[config.mk]
export PLATFORM = sky130hd
export DESIGN_NAME = sorted_priority_queue_top
export DESIGN_NICKNAME = d
export VERILOG_FILES = /design/src/spq_pkg.sv /design/src/sorted_priority_queue_top.sv /design/src/spq_ctrl.sv /design/src/spq_datapath.sv
export SDC_FILE = /design/constraint.sdc
export NUM_CORES = 2
export LEC_CHECK = 0
export BUFFER_PORTS_ARGS = -buffer_cell sky130_fd_sc_hd__buf_2
export CORE_UTILIZATION = 64
export DETAILED_ROUTE_END_ITERATION = 10
export PLACE_DENSITY = 0.93
export SLEW_MARGIN = 20
export SYNTH_ARGS = -nofsm -noshare
export SYNTH_HDL_FRONTEND = slang
export SYNTH_SLANG_ARGS = --single-unit
[constraint.sdc]
create_clock -name clk -period 8.9 [get_ports clk]
set_input_delay 0.89 -clock clk [delete_from_list [all_inputs] [get_ports clk]]
set_output_delay 0.89 -clock clk [all_outputs]
set_load 0.02 [all_outputs]
[src/spq_pkg.sv]
`default_nettype none

package spq_pkg;

	localparam int DEPTH_DEF         = 16;
	localparam int VALUE_BITS_DEF    = 32;
	localparam int PRIORITY_BITS_DEF = 16;
	localparam int OCC_W             = 5;

	localparam logic [1:0] OP_INSERT = 2'd0;
	localparam logic [1:0] OP_REMOVE = 2'd1;
	localparam logic [1:0] OP_CLEAR  = 2'd2;

	localparam logic [1:0] ST_DONE  = 2'd0;
	localparam logic [1:0] ST_FULL  = 2'd1;
	localparam logic [1:0] ST_EMPTY = 2'd2;

	typedef enum logic {
		RES_FREE,
		RES_HELD
	} ctrl_state_t;

	typedef struct packed {
		logic       load;
		logic       do_ins;
		logic       do_rem;
		logic       do_clr;
		logic [1:0] res_status;
	} dp_cmd_t;

	typedef struct packed {
		logic full;
		logic empty;
	} dp_stat_t;

endpackage

`default_nettype wire

[src/sorted_priority_queue_top.sv]
// The result is registered and appears in the cycle after acceptance.
// Throughput: one item per cycle unless a held result waits on
// out_ready; every cell compares against the new priority in parallel
// and shifts in the same cycle. Reset (arst_n low): queue empty, no
// result pending; entry storage is not cleared.
`default_nettype none

module sorted_priority_queue_top #(
	parameter int DEPTH         = spq_pkg::DEPTH_DEF,
	parameter int VALUE_BITS    = spq_pkg::VALUE_BITS_DEF,
	parameter int PRIORITY_BITS = spq_pkg::PRIORITY_BITS_DEF
) (
	input  wire                               clk,
	input  wire                               arst_n,
	input  wire                               in_valid,
	output logic                              in_ready,
	input  wire        [1:0]                  op,
	input  wire        [VALUE_BITS-1:0]       item_value,
	input  wire signed [PRIORITY_BITS-1:0]    item_priority,
	output logic                              out_valid,
	input  wire                               out_ready,
	output logic       [1:0]                  status,
	output logic       [VALUE_BITS-1:0]       head_value,
	output logic signed [PRIORITY_BITS-1:0]   head_priority,
	output logic       [spq_pkg::OCC_W-1:0]   occupancy
);

	spq_pkg::dp_cmd_t  cmd;
	spq_pkg::dp_stat_t stat;

	spq_ctrl u_ctrl (
		.clk       (clk),
		.arst_n    (arst_n),
		.in_valid  (in_valid),
		.in_ready  (in_ready),
		.op        (op),
		.out_valid (out_valid),
		.out_ready (out_ready),
		.stat      (stat),
		.cmd       (cmd)
	);

	spq_datapath #(
		.DEPTH         (DEPTH),
		.VALUE_BITS    (VALUE_BITS),
		.PRIORITY_BITS (PRIORITY_BITS)
	) u_dp (
		.clk           (clk),
		.arst_n        (arst_n),
		.cmd           (cmd),
		.stat          (stat),
		.item_value    (item_value),
		.item_priority (item_priority),
		.status        (status),
		.head_value    (head_value),
		.head_priority (head_priority),
		.occupancy     (occupancy)
	);

endmodule

`default_nettype wire

[src/spq_ctrl.sv]
`default_nettype none

module spq_ctrl (
	input  wire                    clk,
	input  wire                    arst_n,
	input  wire                    in_valid,
	output logic                   in_ready,
	input  wire  [1:0]             op,
	output logic                   out_valid,
	input  wire                    out_ready,
	input  spq_pkg::dp_stat_t      stat,
	output spq_pkg::dp_cmd_t       cmd
);

	spq_pkg::ctrl_state_t state_q, state_d;
	logic accept;

	always_ff @(posedge clk or negedge arst_n) begin
		if (!arst_n) begin
			state_q <= spq_pkg::RES_FREE;
		end else begin
			state_q <= state_d;
		end
	end

	always_comb begin
		in_ready  = (state_q == spq_pkg::RES_FREE) || out_ready;
		out_valid = (state_q == spq_pkg::RES_HELD);
		accept    = in_valid && in_ready;

		state_d = state_q;
		unique case (state_q)
			spq_pkg::RES_FREE: begin
				if (accept) state_d = spq_pkg::RES_HELD;
			end
			spq_pkg::RES_HELD: begin
				if (accept) state_d = spq_pkg::RES_HELD;
				else if (out_ready) state_d = spq_pkg::RES_FREE;
			end
			default: state_d = spq_pkg::RES_FREE;
		endcase

		cmd            = '0;
		cmd.load       = accept;
		cmd.res_status = spq_pkg::ST_DONE;
		unique case (op)
			spq_pkg::OP_INSERT: begin
				if (stat.full) cmd.res_status = spq_pkg::ST_FULL;
				else cmd.do_ins = accept;
			end
			spq_pkg::OP_REMOVE: begin
				if (stat.empty) cmd.res_status = spq_pkg::ST_EMPTY;
				else cmd.do_rem = accept;
			end
			spq_pkg::OP_CLEAR: begin
				cmd.do_clr = accept;
			end
			default: begin
				cmd.res_status = spq_pkg::ST_DONE;
			end
		endcase
	end

endmodule

`default_nettype wire

[src/spq_datapath.sv]
`default_nettype none

module spq_datapath #(
	parameter int DEPTH         = spq_pkg::DEPTH_DEF,
	parameter int VALUE_BITS    = spq_pkg::VALUE_BITS_DEF,
	parameter int PRIORITY_BITS = spq_pkg::PRIORITY_BITS_DEF
) (
	input  wire                               clk,
	input  wire                               arst_n,
	input  spq_pkg::dp_cmd_t                  cmd,
	output spq_pkg::dp_stat_t                 stat,
	input  wire        [VALUE_BITS-1:0]       item_value,
	input  wire signed [PRIORITY_BITS-1:0]    item_priority,
	output logic       [1:0]                  status,
	output logic       [VALUE_BITS-1:0]       head_value,
	output logic signed [PRIORITY_BITS-1:0]   head_priority,
	output logic       [spq_pkg::OCC_W-1:0]   occupancy
);

	localparam int CW = $clog2(DEPTH + 1);

	logic        [VALUE_BITS-1:0]    val_q [DEPTH];
	logic signed [PRIORITY_BITS-1:0] pri_q [DEPTH];
	logic [CW-1:0]    count_q, count_d;
	logic [DEPTH-1:0] ge;
	logic [DEPTH-1:0] take_new;

	// cell keeps its entry while its priority is at least the new one
	for (genvar i = 0; i < DEPTH; i++) begin : g_cell
		assign ge[i] = (CW'(i) < count_q) && (pri_q[i] >= item_priority);

		if (i == 0) begin : g_first
			assign take_new[i] = !ge[i];
		end else begin : g_rest
			assign take_new[i] = !ge[i] && ge[i-1];
		end

		always_ff @(posedge clk) begin
			if (cmd.do_ins) begin
				if (take_new[i]) begin
					val_q[i] <= item_value;
					pri_q[i] <= item_priority;
				end else if (!ge[i]) begin
					if (i > 0) begin
						val_q[i] <= val_q[(i > 0) ? i - 1 : 0];
						pri_q[i] <= pri_q[(i > 0) ? i - 1 : 0];
					end
				end
			end else if (cmd.do_rem) begin
				if (i < DEPTH - 1) begin
					val_q[i] <= val_q[(i < DEPTH - 1) ? i + 1 : i];
					pri_q[i] <= pri_q[(i < DEPTH - 1) ? i + 1 : i];
				end
			end
		end
	end

	always_comb begin
		count_d = count_q;
		if (cmd.do_ins) count_d = count_q + CW'(1);
		else if (cmd.do_rem) count_d = count_q - CW'(1);
		else if (cmd.do_clr) count_d = '0;
	end

	assign stat.full  = (count_q == CW'(DEPTH));
	assign stat.empty = (count_q == '0);

	always_ff @(posedge clk or negedge arst_n) begin
		if (!arst_n) begin
			count_q <= '0;
		end else begin
			count_q <= count_d;
		end
	end

	always_ff @(posedge clk) begin
		if (cmd.load) begin
			status        <= cmd.res_status;
			head_value    <= cmd.do_rem ? val_q[0] : '0;
			head_priority <= cmd.do_rem ? pri_q[0] : '0;
			occupancy     <= spq_pkg::OCC_W'(count_d);
		end
	end

endmodule

`default_nettype wire

Word level (Yosys, flattened, before mapping). Memories as Yosys holds them, arrays and structs flattened. Index checks and enable logic that the tools add are counted.

$add $sub $neg: 2. Multipliers: 0. Div/mod/pow operators: 0. Order comparisons: 32. Eq/ne operators: 3. Shift-type cells: 0. Muxes and demuxes: 186. Bitwise operators: 61. Reductions and logical operators: 50.

Operators with widths (count): $mux 32 (30); $mux 16 (30); $ge 16x16->1 (16); $mux 1 (120); $or 1x1->1 (60); $lt 4x5->1 const A (8); $logic_and 1x1->1 (32); $lt 3x5->1 const A (4); $logic_not 1->1 (15); $mux 5 (3); $lt 1x5->1 const A (2); $lt 2x5->1 const A (2); $add 5x1->5 const B (1); $eq 5x5->1 const B (1); $logic_not 5->1 (1); $sub 5x1->5 const B (1); $pmux 2 s2 (1); $eq 2x1->1 const B (1); $eq 2x2->1 const B (1); $logic_not 2->1 (1); $mux 2 (1); $pmux 1 s2 (1); $logic_or 1x1->1 (1); $not 1->1 (1).

Bits in registers: 61. Latch bits: 0. Bits in writable memories: 768. Memory bits (read-only): 0. Input bits: 54. Output and inout bits: 57. Word-level logic and storage cells: 342. Memories: 2.

Memory list: u_dp.val_q (depth 16, bits a word 32, read ports 16, clocked after memory_dff 0, wr ports 16, RTL line spq_datapath.sv:22) `logic [VALUE_BITS-1:0] val_q [DEPTH];`; u_dp.pri_q (depth 16, bits a word 16, read ports 16, clocked after memory_dff 0, wr ports 16, RTL line spq_datapath.sv:23) `logic signed [PRIORITY_BITS-1:0] pri_q [DEPTH];`.

Longest topological paths before layout. An unclocked memory read counts as a cell.

Word-level depth: 10. Gate-level depth with buffers: 13. Depth with buffers taken out: 9.

Hierarchy. Synthesis repeated with hierarchy kept, for this count alone.

Cell total of the unflattened synthesis: 3792. Area total of the unflattened synthesis: 45549.9 sq um.

Modules (own cells, without submodules): spq_datapath (instances 1, cells an instance 3780, area an instance 45432.3 sq um, seq. area each 24838.8 sq um); spq_ctrl (instances 1, cells an instance 12, area an instance 117.6 sq um, seq. area each 25.0 sq um).

Worst setup path before layout. Ideal clock, no wire load.

Kind: input-to-reg. Start: input port item_priority[13]. End: memory u_dp.pri_q[5][0] (netlist bit), enable pin. Library setup time: 0.520 ns. Arrival: 6.627 ns. Required time: 8.380 ns. Setup slack: 1.753 ns. Cell stages on the path: 11. Buffers on the path: 3. Path through: inv_1 -> ha_1 -> and4_1 -> and3_1 -> a221o_1 -> o311a_1 -> or2_1 -> clkbuf_1 -> clkbuf_1 -> buf_2 -> o21ai_0.

RTL lines: start, declared (RTL line sorted_priority_queue_top.sv:19) `input wire signed [PRIORITY_BITS-1:0] item_priority,`; end, declared (RTL line spq_datapath.sv:23).

==> results.sh <==
export IMPL_synth_enable_flop_cells=823
export IMPL_synthTopCellsByCount="edfxtp_1, a21oi_1, a221o_1"
export IMPL_switchingPower_mw=4.07
export IMPL_r2r_start="u_dp.count_q[1]"
export IMPL_wl_per_cell_um=29.3
export IMPL_gr_total_overflow=0
export IMPL_r2r_end="u_dp.pri_q[7][0]"
export IMPL_syn_to_final_growth_pct=7.41
export IMPL_rows=97
export IMPL_die_area_um2=72800
export IMPL_design_area_um2=49300
export IMPL_multiInputGateArea_um2=19300
export IMPL_start_util_pct=65.1
export IMPL_num_vias=38303
export IMPL_grt_max_degree=221
export IMPL_p_sw_share_pct=34.2
export IMPL_worstPathArrival_ns=5.50
export IMPL_clk_latency_ns=0.67
export IMPL_post_cts_buffers=0
export IMPL_numClockSinks=829
export IMPL_synth_area_leaders="edfxtp_1, a221o_1, ha_1"
export IMPL_comb_power_share_pct=24.9
export IMPL_via_per_inst=8.03
export IMPL_syn_nets=4218
export IMPL_n_fill_cell=4650
export IMPL_grt_pass1_wl_um=214000
export IMPL_nNetsFinal=4072
export IMPL_synth_mux_area_share_pct=1.18
export IMPL_cell_internal_pwr_mw=7.85
export IMPL_grt_util_all_layers_pct=37.5
export IMPL_synth_avg_cell_area_um2=11.7
export IMPL_slew_violations=0
export IMPL_cts_tree="built"
export IMPL_dp_hpwl_um=88600
export IMPL_fin_tns_setup_ns=0
export IMPL_synth_async_reset_ratio_pct=0.724
export IMPL_grt_pass1_vias=36793
export IMPL_worstRegToRegCells=10
export IMPL_hp_class="in2async"
export IMPL_synth_area_leader_cell="edfxtp_1"
export IMPL_clk_pin_slew_ns=0.06
export IMPL_drt_pass1_iterations=10
export IMPL_antenna_found_initial=1
export IMPL_route_detailed_drc=0
export IMPL_setup_viol=0
export IMPL_ys_types=73
export IMPL_ff_latch_area_um2=24900
export IMPL_postCtsHoldBufs=0
export IMPL_drive_gt1_share_pct=10.2
export IMPL_cp_required_ns=9.26
export IMPL_ys_ff_latch=829
export IMPL_cap_violations=0
export IMPL_synth_warning_count=0
export IMPL_synthCells=3905
export IMPL_fp_dieH_um=270
export IMPL_placed_area_um2=46500
export IMPL_synthXorXnorAreaFrac_pct=0
export IMPL_worstSetupEndpointType="register"
export IMPL_synth_fa_ha_area_share_pct=7.06
export IMPL_ctsResizeCount=0
export IMPL_clock_path_buffers=3
export IMPL_fmax_ghz=0.194
export IMPL_worst_pin_slew_ns=1.18
export IMPL_ant_nets=0
export IMPL_cts_made_buffers=86
export IMPL_synth_compound_area_share_pct=24.3
export IMPL_htree_levels=3
export IMPL_cts_root_buffer="clkbuf_16"
export IMPL_p_per_area_nw_per_um2=242
export IMPL_diodes=0
export IMPL_startpoint="u_dp.count_q[1]"
export IMPL_ioPinCount=111
export IMPL_outcome="finished, final reports clean"
export IMPL_seqPwrFrac_pct=44.9
export IMPL_ir_worst_vdd_uv=168
export IMPL_synth_top_family_by_area="compound AO/OA/AOI/OAI gates"
export IMPL_maxSlewHeadroom_pct=21.4
export IMPL_critPathKind="reg2reg"
export IMPL_core_area_um2=70500
export IMPL_rsz0062_at_grt="false"
export IMPL_routed_wl_um=140000
export IMPL_finalClockSkew_ns=0.0310
export IMPL_synth_top_area_share_pct=53.9
export IMPL_synthesis_area_um2=45900
export IMPL_cellLeakagePower_nw=17.5
export IMPL_utilization_pct=69.9
export IMPL_ys_dominant_reg_cell="edfxtp_1"
export IMPL_die_w_um=270
export IMPL_hold_violations=0
export IMPL_port_buffers=110
export IMPL_final_period_minus_worst_setup_slack_ns=5.14
export IMPL_synth_simple_gate_area_share_pct=8.90
export IMPL_synth_seq_area_share_pct=54.2
export IMPL_synth_most_common_cell="edfxtp_1"
export IMPL_dr_first_iter_drc_count=7073
export IMPL_critical_path_startpoint_type="register"
export IMPL_path_max_fanout=75
export IMPL_rrSetupSlack_ns=3.76
export IMPL_gp_congestion=0.974
export IMPL_period_share_pct=57.8
export IMPL_p_clk_share_pct=30.1
sequential cells by signal, indices dropped and copies added, names as in the netlist:
| signal | cells |
|---|---|
| u_dp.count_q | 5 |
| u_dp.status | 2 |
| u_dp.head_value | 32 |
| u_dp.val_q | 512 |
| u_dp.pri_q | 256 |
| u_dp.occupancy | 5 |
| u_dp.head_priority | 16 |
| u_ctrl.out_valid | 1 |
power groups by stage:
| stage | combinational (mW) | clock, mW | sequential (mW) |
|---|---|---|---|
| after detailed placement | 2.81 | 0 | 5.40 |
| after floorplan | 2.10 | 0 | 5.26 |
| after CTS | 2.85 | 3.56 | 5.33 |
| after global routing | 3.16 | 3.71 | 5.37 |
| after global placement | 2.66 | 0 | 5.40 |
| final | 2.97 | 3.59 | 5.36 |
layout make-up:
cell class	instances	area share (%)
clock inverters	54	0.922
clock buffers	103	4.58
repair buffers	174	2.21
inverters	50	0.381
multi-input cells	2618	39.1
flip-flops and latches	829	50.5
well taps	940	2.39
how the worst max path moves through the flow:
stage | end | cells after the start
3_3_place_gp | u_dp.pri_q[13][0] | 12
3_5_place_dp | u_dp.pri_q[13][0] | 12
2_1_floorplan | u_dp.pri_q[5][0] | 11
5_1_grt | u_dp.pri_q[7][0] | 10
6_report | u_dp.pri_q[7][0] | 10
4_1_cts | u_dp.pri_q[7][0] | 10
cell families (layout without fill, tap and decap cells):
kind of cell	count (synthesis)	after routing
AOI/OAI and AO/OA	1509	1509
DFF	829	829
and+or+nand+nor	802	802
buffers and inverters	458	381
adders and majority gates	259	259
muxes	48	48
critical path: stages, from the launching register on:
cell	delay, ns
dfrtp_1	0.47
inv_1	0.13
ha_1	0.31
nand4bb_1	0.21
and4_4	0.81
o211ai_1	0.18
nor4_1	0.21
a211o_2	0.46
buf_4	0.72
and2_2	1.04
o221ai_1	0.20
per-layer routing:
layer,vias to the layer above,global-route usage (%),wire length [um]
met3,825,5.99,16600
met1,17942,47.3,46100
met5,-,0,0
met2,3791,59.4,65000
met4,0,26.5,12200
li1,15745,-,-
per-stage QoR:
| step | power (mW) | worst slack (ns) | cells | hold slack, ns |
|---|---|---|---|---|
| after global placement | 8.07 | 3.74 | 4609 | 0.528 |
| after CTS | 11.7 | 4.04 | 4766 | 0.0592 |
| after detailed placement | 8.21 | 3.61 | 4609 | 0.533 |
| final | 11.9 | 3.76 | 4768 | 0.0605 |
| after global routing | 12.2 | 3.52 | 4768 | 0.0633 |
| after floorplan | 7.36 | 1.75 | 3905 | 0.518 |
cells in the final DEF, fill, tap and decap left out, types with 51 or more instances in the layout:
cell         n
buf_4       59
nand4_1    122
nand2_1    267
a221o_1    503
a22oi_1     98
nand3_1    169
edfxtp_1   823
o211ai_1   174
a21oi_1    544
a31oi_1     54
ha_1       259
buf_2      110
and2_1      51
clkbuf_16   87
(Power assumes the default switching activity.)
